===== src/fac_pkg.sv =====
// fac_pkg.sv: shared types, constants and codes of the fit allocator
`timescale 1ns / 1ps
package fac_pkg;

  localparam int FREE_ENTRIES = 16;
  localparam int USED_ENTRIES = 16;
  localparam int ID_BITS      = 8;
  localparam int RST_REGIONS  = 5;

  localparam logic [23:0] MIB = 24'(1024 * 1024);
  localparam logic [24:0] MERGE_LIMIT_RST = 25'(4 * 1024 * 1024);

  // reset free regions: 1,1,1,2,8 MiB from 3 MiB
  localparam logic [23:0] RST_START [RST_REGIONS] = '{
    24'(3 * 1024 * 1024), 24'(4 * 1024 * 1024), 24'(5 * 1024 * 1024),
    24'(6 * 1024 * 1024), 24'(8 * 1024 * 1024)};
  localparam logic [23:0] RST_LEN [RST_REGIONS] = '{
    24'(1024 * 1024), 24'(1024 * 1024), 24'(1024 * 1024),
    24'(2 * 1024 * 1024), 24'(8 * 1024 * 1024)};

  typedef enum logic [1:0] {
    OP_ALLOC = 2'd0,
    OP_FREE  = 2'd1,
    OP_TERM  = 2'd2,
    OP_RSVD  = 2'd3
  } op_t;

  typedef enum logic [1:0] {
    ST_OK        = 2'd0,
    ST_NO_SPACE  = 2'd1,
    ST_NOT_FOUND = 2'd2,
    ST_FULL      = 2'd3
  } status_t;

  typedef enum logic {
    CFG_FIT_MODE    = 1'b0,
    CFG_MERGE_LIMIT = 1'b1
  } cfg_reg_t;

  typedef struct packed {
    logic [1:0]  operation;
    logic [7:0]  owner_id;
    logic [7:0]  block_tag;
    logic [24:0] request_bytes;
  } in_item_t;

  typedef struct packed {
    logic [1:0]  status;
    logic [23:0] granted_address;
    logic [24:0] freed_bytes;
  } out_item_t;

  typedef enum logic [3:0] {
    S_IDLE, S_DISPATCH, S_A_SCAN, S_A_END, S_A_WRITE, S_F_SCAN, S_F_CHK,
    S_I_SCAN, S_T_CNT, S_T_CHK, S_T_LOOP, S_M_START, S_M_LOAD, S_M_STEP,
    S_DONE
  } state_t;

  typedef enum logic [4:0] {
    C_NOP, C_LOAD, C_ASTART, C_ASCAN, C_APICK, C_AWRITE, C_STATUS,
    C_USTART, C_USKIP, C_TCNT, C_TAKE, C_FSKIP, C_IWRITE, C_MSTART,
    C_MLOAD, C_MSTEP, C_OUT
  } dp_cmd_t;

  typedef struct packed {
    dp_cmd_t op;
    status_t code;
  } cmd_t;

  typedef struct packed {
    op_t  op;
    logic req_zero;
    logic fit_mode;
    logic f_end;     // free index at fill count
    logic u_end;     // used index at fill count
    logic fit;       // current free entry holds the request
    logic pick_ok;
    logic u_match;   // owner and tag match
    logic o_match;   // owner matches
    logic ufull;
    logic ffull;
    logic k_zero;
    logic t_over;    // free table lacks room for all owner regions
    logic ins_here;  // current free entry starts above the region to insert
    logic m_end;     // no successor left in this merge pass
    logic changed;
    logic out_free;
  } dp_stat_t;

endpackage


===== src/fac_ctrl.sv =====
// fac_ctrl.sv: sequencer that steps the datapath through each operation
`timescale 1ns / 1ps
module fac_ctrl (
  input  logic              clk,
  input  logic              rst,
  input  logic              in_valid,
  output logic              in_ready,
  input  fac_pkg::dp_stat_t stat,
  output fac_pkg::cmd_t     cmd
);

  fac_pkg::state_t state, state_next;

  always_ff @(posedge clk) begin
    if (rst) state <= fac_pkg::S_IDLE;
    else     state <= state_next;
  end

  // next state
  always_comb begin
    state_next = state;
    unique case (state)
      fac_pkg::S_IDLE:     if (in_valid) state_next = fac_pkg::S_DISPATCH;
      fac_pkg::S_DISPATCH: begin
        unique case (stat.op)
          fac_pkg::OP_ALLOC:
            state_next = stat.req_zero ? fac_pkg::S_DONE : fac_pkg::S_A_SCAN;
          fac_pkg::OP_FREE:  state_next = fac_pkg::S_F_SCAN;
          fac_pkg::OP_TERM:  state_next = fac_pkg::S_T_CNT;
          default:           state_next = fac_pkg::S_DONE;
        endcase
      end
      fac_pkg::S_A_SCAN:
        if (stat.f_end || (stat.fit && !stat.pick_ok && !stat.fit_mode))
          state_next = fac_pkg::S_A_END;
      fac_pkg::S_A_END:
        state_next = (!stat.pick_ok || stat.ufull) ? fac_pkg::S_DONE : fac_pkg::S_A_WRITE;
      fac_pkg::S_A_WRITE: state_next = fac_pkg::S_DONE;
      fac_pkg::S_F_SCAN:
        if (stat.u_end)        state_next = fac_pkg::S_DONE;
        else if (stat.u_match) state_next = fac_pkg::S_F_CHK;
      fac_pkg::S_F_CHK:
        state_next = stat.ffull ? fac_pkg::S_DONE : fac_pkg::S_I_SCAN;
      fac_pkg::S_I_SCAN:
        if (stat.f_end || stat.ins_here)
          state_next = (stat.op == fac_pkg::OP_TERM) ? fac_pkg::S_T_LOOP : fac_pkg::S_M_START;
      fac_pkg::S_T_CNT:  if (stat.u_end) state_next = fac_pkg::S_T_CHK;
      fac_pkg::S_T_CHK:
        state_next = (stat.k_zero || stat.t_over) ? fac_pkg::S_DONE : fac_pkg::S_T_LOOP;
      fac_pkg::S_T_LOOP:
        if (stat.u_end)        state_next = fac_pkg::S_M_START;
        else if (stat.o_match) state_next = fac_pkg::S_I_SCAN;
      fac_pkg::S_M_START: state_next = fac_pkg::S_M_LOAD;
      fac_pkg::S_M_LOAD:
        if (stat.m_end) state_next = stat.changed ? fac_pkg::S_M_START : fac_pkg::S_DONE;
        else            state_next = fac_pkg::S_M_STEP;
      fac_pkg::S_M_STEP: state_next = fac_pkg::S_M_LOAD;
      fac_pkg::S_DONE:   if (stat.out_free) state_next = fac_pkg::S_IDLE;
      default:           state_next = fac_pkg::S_IDLE;
    endcase
  end

  // outputs
  always_comb begin
    in_ready = 1'b0;
    cmd.op   = fac_pkg::C_NOP;
    cmd.code = fac_pkg::ST_OK;
    unique case (state)
      fac_pkg::S_IDLE: begin
        in_ready = 1'b1;
        if (in_valid) cmd.op = fac_pkg::C_LOAD;
      end
      fac_pkg::S_DISPATCH: begin
        unique case (stat.op)
          fac_pkg::OP_ALLOC: begin
            cmd.op   = stat.req_zero ? fac_pkg::C_STATUS : fac_pkg::C_ASTART;
            cmd.code = fac_pkg::ST_NO_SPACE;
          end
          fac_pkg::OP_FREE, fac_pkg::OP_TERM: cmd.op = fac_pkg::C_USTART;
          default: ;
        endcase
      end
      fac_pkg::S_A_SCAN: if (!stat.f_end) cmd.op = fac_pkg::C_ASCAN;
      fac_pkg::S_A_END: begin
        if (!stat.pick_ok) begin
          cmd.op   = fac_pkg::C_STATUS;
          cmd.code = fac_pkg::ST_NO_SPACE;
        end else if (stat.ufull) begin
          cmd.op   = fac_pkg::C_STATUS;
          cmd.code = fac_pkg::ST_FULL;
        end else begin
          cmd.op = fac_pkg::C_APICK;
        end
      end
      fac_pkg::S_A_WRITE: cmd.op = fac_pkg::C_AWRITE;
      fac_pkg::S_F_SCAN: begin
        if (stat.u_end) begin
          cmd.op   = fac_pkg::C_STATUS;
          cmd.code = fac_pkg::ST_NOT_FOUND;
        end else if (!stat.u_match) begin
          cmd.op = fac_pkg::C_USKIP;
        end
      end
      fac_pkg::S_F_CHK: begin
        cmd.op   = stat.ffull ? fac_pkg::C_STATUS : fac_pkg::C_TAKE;
        cmd.code = fac_pkg::ST_FULL;
      end
      fac_pkg::S_I_SCAN:
        cmd.op = (stat.f_end || stat.ins_here) ? fac_pkg::C_IWRITE : fac_pkg::C_FSKIP;
      fac_pkg::S_T_CNT: if (!stat.u_end) cmd.op = fac_pkg::C_TCNT;
      fac_pkg::S_T_CHK: begin
        if (stat.k_zero) begin
          cmd.op   = fac_pkg::C_STATUS;
          cmd.code = fac_pkg::ST_NOT_FOUND;
        end else if (stat.t_over) begin
          cmd.op   = fac_pkg::C_STATUS;
          cmd.code = fac_pkg::ST_FULL;
        end else begin
          cmd.op = fac_pkg::C_USTART;
        end
      end
      fac_pkg::S_T_LOOP:
        if (!stat.u_end) cmd.op = stat.o_match ? fac_pkg::C_TAKE : fac_pkg::C_USKIP;
      fac_pkg::S_M_START: cmd.op = fac_pkg::C_MSTART;
      fac_pkg::S_M_LOAD:  if (!stat.m_end) cmd.op = fac_pkg::C_MLOAD;
      fac_pkg::S_M_STEP:  cmd.op = fac_pkg::C_MSTEP;
      fac_pkg::S_DONE:    if (stat.out_free) cmd.op = fac_pkg::C_OUT;
      default: ;
    endcase
  end

endmodule


===== config.mk =====
export PLATFORM = sky130hd
export DESIGN_NAME = fac_ctrl
export DESIGN_NICKNAME = d
export VERILOG_FILES = /design/src/fac_pkg.sv /design/src/fac_ctrl.sv
export SDC_FILE = /design/constraint.sdc
export NUM_CORES = 1
export LEC_CHECK = 0
export ABC_AREA = 1
export ABC_CLOCK_PERIOD_IN_PS = 1900
export BUFFER_PORTS_ARGS = -buffer_cell sky130_fd_sc_hd__buf_2
export CORE_UTILIZATION = 48
export CTS_BUF_LIST = sky130_fd_sc_hd__clkbuf_8
export DETAILED_ROUTE_END_ITERATION = 10
export GPL_ROUTABILITY_DRIVEN = 1
export HOLD_SLACK_MARGIN = 0.05
export MAX_ROUTING_LAYER = met4
export PLACE_DENSITY = 0.76
export SYNTH_ARGS = -nofsm -noshare
export SYNTH_HDL_FRONTEND = slang
export SYNTH_SLANG_ARGS = --single-unit

===== constraint.sdc =====
create_clock -name clk -period 1.9 [get_ports clk]
set_input_delay 0.095 -clock clk [delete_from_list [all_inputs] [get_ports clk]]
set_output_delay 0.095 -clock clk [all_outputs]
set_load 0.005 [all_outputs]

Word level (Yosys, flattened, before mapping)
Index checks and enable logic that the tools add are counted.
Widths: inputs -> output; s select.
- multiply operators: 0
- divide/modulo/power cells: 0
- equality and inequality tests: 23
- $add $sub $neg: 0
- $lt $le $gt $ge: 0
- reductions and logical operators: 13
- multiplexer cells: 42
- shift operators: 0
- bitwise operators: 0
- operators by type and width (kind ; count):
    $pmux 5 s15 ; 1
    $mux 4 ; 17
    $pmux 4 s14 ; 1
    $eq 4x4->1 const B ; 7
    $eq 4x3->1 const B ; 4
    $mux 3 ; 5
    $mux 7 ; 2
    $mux 2 ; 6
    $pmux 4 s3 ; 1
    $mux 5 ; 2
    $ne 2x2->1 const B ; 5
    $pmux 2 s5 ; 1
    $eq 4x2->1 const B ; 2
    $reduce_and 7->1 ; 1
    $ne 3x3->1 const B ; 2
    $pmux 3 s2 ; 1
    $mux 1 ; 5
    $eq 4x1->1 const B ; 1
    $logic_not 4->1 ; 1
    $logic_or 1x1->1 ; 4
    $reduce_or 2->1 ; 2
    $eq 2x1->1 const B ; 1
    $eq 2x2->1 const B ; 1
    $logic_and 1x1->1 ; 2
    other kinds (2) ; 3
- bits in latches: 0
- memories kept: 0
- memory bits (read-only): 0
- bits in writable memories: 0
- register bits after elaboration: 4
- bits of input ports: 21

Longest topological paths before layout
Gate-level depths: netlist of the first run.
- word-level depth: 6
- depth in mapped cells: 10

Least setup slack after synthesis of the first run
Ideal clock, no wire load.
- kind: register to register
- from: register state[3]
- to: register state[2]
- buffers on the path: 0
- path slack: 0.632 ns
- cell stages (with the launch flop): 10
- data required time: 1.834 ns
- clock period less this slack: 1.268 ns
- data arrival time: 1.202 ns
- setup time: 0.066 ns
- cell sequence: dfxtp_1 > inv_2 > nor2_1 > nand2_1 > and2_4 > nand2_2 > nor2_1 > nand2_1 > nand2_1 > a21oi_2
- cells in the longest elaborated chain, start to end: 3
- elaborated cells on any way between the ends: 25
- classes of those cells: eq/ne: 21; mux: 1; reduce/logical: 3
- ends and longest elaborated chain (what ; line ; source):
    from (decl) ; fac_ctrl.sv:12 ; fac_pkg::state_t state, state_next;
    from (signal assigned) ; fac_ctrl.sv:15 ; if (rst) state <= fac_pkg::S_IDLE;
    from (signal assigned) ; fac_ctrl.sv:16 ; else state <= state_next;
    $eq 4x4->1, or another cell as far along ; fac_ctrl.sv:22 ; unique case (state)
    $reduce_or 2->1 (no line), or another cell as far along ; - ;
    $pmux 4 s14 / $reduce_and 7->1 (equally long branches) ; - ;
Parallel ways exist; a longest one is shown, timed or not.
A chain may end at the register's enable or synchronous reset.

==> Flow_metrics.wiki, run 1 <==
{| class="wikitable"
! Metric !! Value
|-
| Required time at the worst-slack endpoint || 1.80 ns
|-
| Area contributors post-synth || sky130_fd_sc_hd__nand2_1 (23%), sky130_fd_sc_hd__nor2_1 (12%), sky130_fd_sc_hd__inv_1 (12%)
|-
| Synthesized instance count || 187
|-
| Unrepaired setup endpoints after global routing || false
|-
| Final setup viols || 0
|-
| Clock net sink count || 4
|-
| Chip Height || 46.2 um
|-
| Width of the die || 46.2 um
|-
| Startpoint class of the critical path || flip-flop
|-
| Worst Path Class, Setup || reg -> out
|-
| Sum of net half-perimeters after detailed placement || 2500 um
|-
| Startpoint of the most critical hold path || rst
|-
| Maximum capacitance violations || 0
|-
| Area of the core || 0.00178 mm2
|-
| Cell at the root of the clock tree || sky130_fd_sc_hd__clkbuf_8
|-
| Setup TNS || 0 ns
|-
| Power Internal || 648 uW
|-
| Final design instance area without fill || 0.00115 mm2
|-
| Most common cell in the synthesized netlist || sky130_fd_sc_hd__nand2_1
|-
| Rel. slew slack || 74.7%
|-
| Max FFs per register || 4
|-
| Post-placement setup slack || 0.410 ns
|-
| CP Capture Type || primary output
|-
| Residual overflow from global routing || 0
|-
| Num CTS Buffers || 3
|-
| Arrival time of data at the critical path endpoint || 1.68 ns
|-
| Drc violations || 0
|-
| Drt pass-1 iters || 4
|-
| Largest net degree at the start of global routing || 8
|-
| Post-place instance area || 0.00111 mm2
|-
| Warnings, synthesis || 0
|-
| Portion of synthesized cell area occupied by the leading cell type || 23.2%
|-
| Post-synthesis sequential element count || 4
|-
| Share of total power in sequential cells || 14.7%
|-
| Sw Share || 56.2%
|-
| Worst Max-Slew Pin Slew || 0.379 ns
|-
| Share of the cycle needed by the critical path after routing || 93.2%
|-
| Most common library cells after synthesis || sky130_fd_sc_hd__nand2_1 (58), sky130_fd_sc_hd__nor2_1 (31), sky130_fd_sc_hd__inv_1 (30)
|-
| Initial antenna violation count || 0
|-
| Largest regs || state: 4 flops
|-
| Number of enable-type register cells in the synthesized netlist || 0
|-
| Final Hold Fails || 0
|-
| Count of buffers inserted at the top-level ports || 28
|-
| Maximum achievable frequency || 565 MHz
|-
| Cell area power density || 1290 mW/mm2
|-
| Post-synthesis average cell area || 5.01 um2
|-
| WL per Instance || 11.9 um
|-
| Peak supply drop || 1130 uV
|-
| Row Count || 15
|-
| Maximum level of the CTS H-tree || 1
|-
| Vias in the first global route || 1130
|-
| Worst hold path class || in -> reg
|-
| Number of vias per cell || 5.35
|-
| Clk pin slew, worst setup/hold paths || 0.03 ns
|-
| Post-synth ARST share || 0%
|-
| Wire length reported by the detailed router || 2900 um
|-
| Clock tree from TritonCTS || built
|-
| Startpoint of the most critical setup path || state[2]
|-
| Final critical delay including setup and external delays || 1.77 ns
|-
| P_sw || 832 uW
|-
| Post-CTS Setup Bufs || 0
|-
| Vias after detailed routing || 1301
|-
| Netlist area before placement || 937 um2
|-
| Die Footprint || 0.00213 mm2
|-
| Antenna Violating Nets Remaining || 0
|-
| Clock Power Share || 11.8%
|-
| First DRT Iteration DRCs || 66
|-
| Final net count || 246
|-
| Part of the power in combinational logic || 73.5%
|-
| Total global-route track usage || 30.9%
|-
| Power consumption || 1.48 mW
|-
| N_diodes || 0
|-
| Syn Nets || 213
|-
| Final setup slack of the worst path || 0.130 ns
|-
| Worst hold-check slack || 0.111 ns
|-
| Static Leakage || 0.692 nW
|-
| Max Root-Sink Buffers || 2
|-
| Fraction of final layout cells with drive strength greater than 1 || 23.4%
|-
| Effective utilization at floorplan || 52.6%
|-
| Register with the highest flop count || state
|-
| Most instantiated flip-flop cell in the synthesis netlist || sky130_fd_sc_hd__dfxtp_1
|-
| Clock insertion delay at the later pin of the skew report || 0.22 ns
|-
| Count of pins over their slew limit || 0
|-
| CP max FO || 7
|-
| Proportion of synthesized chip area in sequential cells || 8.54%
|-
| Largest area contributor in the netlist || sky130_fd_sc_hd__nand2_1
|-
| Status || finished clean
|-
| Area added between synthesis and finish || 22.8%
|-
| Placer congestion estimate || 0.971
|-
| Total I/O pin count || 29
|-
| Skew final || 0.00524 ns
|-
| Number of distinct library cells after synthesis || 22
|-
| First-pass GRT wire length || 4620 um
|-
| FF-to-FF Start || state[0]
|}
final timing paths:
check / endpoint / slack (ns) / cells after the start
worst min-delay path: state[2] / 0.11 / 2
worst max register to register: state[2] / 0.39 / 9
worst min register to register: state[3] / 0.53 / 2
worst max-delay path: cmd[5] / 0.13 / 9
layout by cell type, fill, tap and decap left out, drive strengths merged:
cell type / instances
clkbuf: 3
buf: 28
and2: 1
o2111ai: 2
o22ai: 1
o21ai: 5
dfxtp: 4
inv: 34
nand3: 20
nor2: 38
nor3: 3
a21oi: 8
nand4: 2
nand2: 61
o211ai: 1
or2: 1
ha: 5
nand3b: 1
kinds of logic after synthesis:
| logic type | count (synthesis) | share of synthesized area, % |
|---|---|---|
| flops | 4 | 8.55 |
| compound gates | 17 | 10.7 |
| fa+ha+maj | 5 | 6.68 |
| simple gates | 127 | 60.5 |
| buf+inv | 34 | 13.6 |
routing by layer:
metal	wire [um]	part of all wire, %	GRT usage (%)	up-vias
li1	-	-	-	653
met1	1220	42	37.0	557
met2	1300	45	50.7	82
met3	287	9.9	7.06	9
met4	89	3.1	10.0	0
met5	0	0	-	-
through the flow:
step                      utilization (%)  instances
after global routing                 64.6        243
after global placement               62.2        240
after floorplan                         -        187
after CTS                            64.5        243
final                                64.6        243
after detailed placement             62.2        240
power by group through the flow:
stage	Clock (mW)	Sequential, mW	Combinational [mW]
after detailed placement	0	0.213	1.07
after global placement	0	0.212	1.07
after CTS	0.179	0.213	1.07
after floorplan	0	0.200	0.751
after global routing	0.187	0.224	1.22
final	0.175	0.218	1.09
timing repair:
action | CTS | global route
gates resized for setup | 0 | 1
endpoints found under the setup margin | 0 | 2
endpoints found under the hold margin | 0 | 0
hold buffers | 0 | 0
critical path, stage by stage (launching register included):
cell	delay, ns
sky130_fd_sc_hd__dfxtp_1	0.41
sky130_fd_sc_hd__nand2_1	0.16
sky130_fd_sc_hd__inv_1	0.14
sky130_fd_sc_hd__nand2_1	0.11
sky130_fd_sc_hd__nor2_1	0.20
sky130_fd_sc_hd__inv_1	0.09
sky130_fd_sc_hd__nand2_1	0.07
sky130_fd_sc_hd__nor2_1	0.05
sky130_fd_sc_hd__nand4_1	0.09
sky130_fd_sc_hd__buf_2	0.13
final cells by class:
| cell class | instances | area, um2 |
|---|---|---|
| clock buffer | 3 | 41.3 |
| fill | 183 | 632 |
| sequential | 4 | 81.3 |
| multi-input combinational | 149 | 729 |
| tap | 25 | 31.3 |
| timing repair buffer | 28 | 140 |
| inverter | 34 | 128 |
Power figures use the tool's default switching activity.
==> inputs of run 2 (changes only) <==
--- a/config.mk
+++ b/config.mk
@@ -14,7 +14,7 @@
 export GPL_ROUTABILITY_DRIVEN = 1
 export HOLD_SLACK_MARGIN = 0.05
 export MAX_ROUTING_LAYER = met4
-export PLACE_DENSITY = 0.76
+export PLACE_DENSITY = 0.81
 export SYNTH_ARGS = -nofsm -noshare
 export SYNTH_HDL_FRONTEND = slang
 export SYNTH_SLANG_ARGS = --single-unit
==> run 2 against run 1 <==
  * Final area fell by 0.11%
  * Via count fell by 1.0%
  * Setup slack got worse by 0.036 ns
  * Maximum frequency fell by 2.0%
==> Flow_metrics.wiki, run 2 (synthesized netlist as in run 1, its figures left out) <==
{| class="wikitable"
! Metric !! Value
|-
| Sw Share || 56.6% (+0.42 points)
|-
| Clock net sink count || 4 (unchanged)
|-
| Startpoint of the most critical hold path || rst
|-
| Area of the core || 0.00178 mm2 (unchanged)
|-
| Maximum level of the CTS H-tree || 1 (unchanged)
|-
| Number of vias per cell || 5.30 (-1.0%)
|-
| Share of total power in sequential cells || 14.7% (about the same)
|-
| Total global-route track usage || 32.8% (+1.8 points)
|-
| Arrival time of data at the critical path endpoint || 1.71 ns (+0.03 ns)
|-
| Worst hold path cell count || 2 (unchanged)
|-
| Maximum capacitance violations || 0 (unchanged)
|-
| Count of pins over their slew limit || 0 (unchanged)
|-
| Highest-count cells in the layout ignoring fill and taps || sky130_fd_sc_hd__nand2_1 (58), sky130_fd_sc_hd__nor2_1 (31), sky130_fd_sc_hd__inv_1 (30), sky130_fd_sc_hd__buf_2 (28), sky130_fd_sc_hd__nand3_1 (18)
|-
| First DRT Iteration DRCs || 54 (-18%)
|-
| Sum of met3 wire segment lengths after detailed routing || 262 um (-8.7%)
|-
| Residual overflow from global routing || 0 (unchanged)
|-
| Fraction of final layout cells with drive strength greater than 1 || 22.9% (-0.46 points)
|-
| Unrepaired setup endpoints after global routing || false
|-
| FF-to-FF Start || state[1]
|-
| CP Capture Type || primary output
|-
| Vias in the first global route || 1065 (-5.8%)
|-
| Status || finished clean
|-
| Row Count || 15 (unchanged)
|-
| Max Root-Sink Buffers || 2 (unchanged)
|-
| Rel. slew slack || 73.4% (-1.2 points)
|-
| Maximum achievable frequency || 554 MHz (-2.0%)
|-
| Area added between synthesis and finish || 22.7%
|-
| Vias after detailed routing || 1288 (-1.0%)
|-
| Clock insertion delay at the later pin of the skew report || 0.22 ns (about the same)
|-
| Cell at the root of the clock tree || sky130_fd_sc_hd__clkbuf_8
|-
| Die Footprint || 0.00213 mm2 (unchanged)
|-
| Routed met1 length || 1310 um (+7.1%)
|-
| Final critical delay including setup and external delays || 1.81 ns (+0.0359 ns)
|-
| Final core occ || 64.5% (-0.070 points)
|-
| Count of buffers inserted at the top-level ports || 28 (unchanged)
|-
| Number of cells upsized or downsized after cts || 0 (unchanged)
|-
| CTS Hold Buffers Added || 0 (unchanged)
|-
| Wire length reported by the detailed router || 2980 um (+2.7%)
|-
| Area used by multi-input combinational logic || 729 um2 (unchanged)
|-
| Met2 Routed Length || 1330 um (+1.8%)
|-
| Count of filler cells inserted in the layout || 194 (+6.0%)
|-
| Register with the highest flop count || state
|-
| WL per Instance || 12.2 um (+2.7%)
|-
| Reg2reg setup slack || 0.33 ns (-0.06 ns)
|-
| Worst Path Class, Setup || reg -> out
|-
| Setup TNS || 0 ns (unchanged)
|-
| Startpoint class of the critical path || flip-flop
|-
| Worst Max-Slew Pin Slew || 0.398 ns (+0.0191 ns)
|-
| Highest metal layer used by the detailed router || met4
|-
| Endpoint of the worst hold path || state[2]
|-
| First-pass GRT wire length || 4760 um (+3.0%)
|-
| Drc violations || 0 (unchanged)
|-
| Effective utilization at floorplan || 52.6% (unchanged)
|-
| Max FFs per register || 4 (unchanged)
|-
| Chip Height || 46.2 um (unchanged)
|-
| Clock Power Share || 12.1% (+0.3 points)
|-
| Static Leakage || 0.691 nW (about the same)
|-
| Cell area power density || 1300 mW/mm2 (+0.74%)
|-
| Most common cell after layout, fill and taps aside || sky130_fd_sc_hd__nand2_1
|-
| Peak supply drop || 869 uV (-23%)
|-
| CP max FO || 7 (unchanged)
|-
| Clk pin slew, worst setup/hold paths || 0.03 ns (about the same)
|-
| Largest regs || state: 4 flops
|-
| N_diodes || 0 (unchanged)
|-
| Share of the cycle needed by the critical path after routing || 95.1% (+1.9 points)
|-
| Total I/O pin count || 29 (unchanged)
|-
| Worst hold path class || in -> reg
|-
| Num CTS Buffers || 3 (unchanged)
|-
| Width of the die || 46.2 um (unchanged)
|-
| Antenna Violating Nets Remaining || 0 (unchanged)
|-
| Skew final || 0.00149 ns (-0.00375 ns)
|-
| P_sw || 844 uW (+1.4%)
|-
| Clock tree from TritonCTS || built
|-
| Worst R2R End || state[2]
|-
| Part of the power in combinational logic || 73.2% (-0.3 points)
|-
| Post-placement setup slack || 0.399 ns (-0.0105 ns)
|-
| Final setup slack of the worst path || 0.0938 ns (-0.0359 ns)
|-
| Placer congestion estimate || 0.989 (+1.8%)
|-
| Initial antenna violation count || 0 (unchanged)
|-
| Final Hold Fails || 0 (unchanged)
|-
| Drt pass-1 iters || 5 (+1)
|-
| Power Internal || 646 uW (-0.33%)
|-
| Largest net degree at the start of global routing || 8 (unchanged)
|-
| Sum of net half-perimeters after detailed placement || 2440 um (-2.6%)
|-
| Final net count || 246 (unchanged)
|-
| Worst reg-to-reg path cell count || 9 (unchanged)
|-
| Final setup viols || 0 (unchanged)
|-
| Post-CTS Setup Bufs || 0 (unchanged)
|-
| Required time at the worst-slack endpoint || 1.80 ns (about the same)
|-
| FF+latch area || 80.1 um2 (-1.5%)
|}
## run 2: cell types whose count changed in the layout (fill, tap and decap cells not counted)
cell,before,now
sky130_fd_sc_hd__dfxtp_1,3,4
sky130_fd_sc_hd__dfxtp_2,1,0
## run 2: worst max path at each step
stage	end	cells past startpoint	startpoint	slack, ns
5_1_grt	cmd[4]	9	state[3]	0.03
3_3_place_gp	cmd[4]	8	state[0]	0.39
6_report	cmd[4]	9	state[3]	0.09
4_1_cts	cmd[4]	9	state[3]	0.18
3_5_place_dp	state[1]	8	state[0]	0.40
2_1_floorplan	state[2]	9	state[3]	0.63
## run 2: cell type report
| class | instances | area share, % |
|---|---|---|
| clock buffer | 3 | 3.59 |
| inverter | 34 | 11.1 |
| multi-input combinational | 149 | 63.4 |
| sequential | 4 | 6.96 |
| tap | 25 | 2.72 |
| timing repair buffer | 28 | 12.2 |
## run 2: power by group through the flow
stage	Clock, mW	Sequential (mW)	Combinational [mW]
final	0.181	0.219	1.09
after floorplan	0	0.200	0.751
after detailed placement	0	0.216	1.06
after global placement	0	0.210	1.07
after CTS	0.181	0.215	1.07
after global routing	0.186	0.226	1.22
## run 2: through the flow
step	instances	total power [mW]	hold slack [ns]	cell area (um2)
2_1_floorplan	187	0.950	0.157	937
3_3_place_gp	240	1.28	0.306	1110
3_5_place_dp	240	1.28	0.312	1110
4_1_cts	243	1.47	0.0875	1150
5_1_grt	243	1.63	0.0934	1150
6_report	243	1.49	0.0916	1150
## run 2: per-layer routing
metal  vias to the layer above  global-route usage (%)
met5                         -                       -
met4                         0                    15.3
met3                         9                    4.71
met2                        83                    49.0
met1                       548                    42.9
li1                        648                       -
## run 2: worst max-delay path, cell delays in order (launching register included)
cell                        delay (ns)
sky130_fd_sc_hd__dfxtp_1          0.45
sky130_fd_sc_hd__nand2_1          0.17
sky130_fd_sc_hd__inv_1            0.13
sky130_fd_sc_hd__nand2_1          0.10
sky130_fd_sc_hd__nor2_1           0.21
sky130_fd_sc_hd__inv_1            0.08
sky130_fd_sc_hd__nand3_1          0.07
sky130_fd_sc_hd__nor2_1           0.04
sky130_fd_sc_hd__o2111ai_1        0.08
sky130_fd_sc_hd__buf_2            0.15
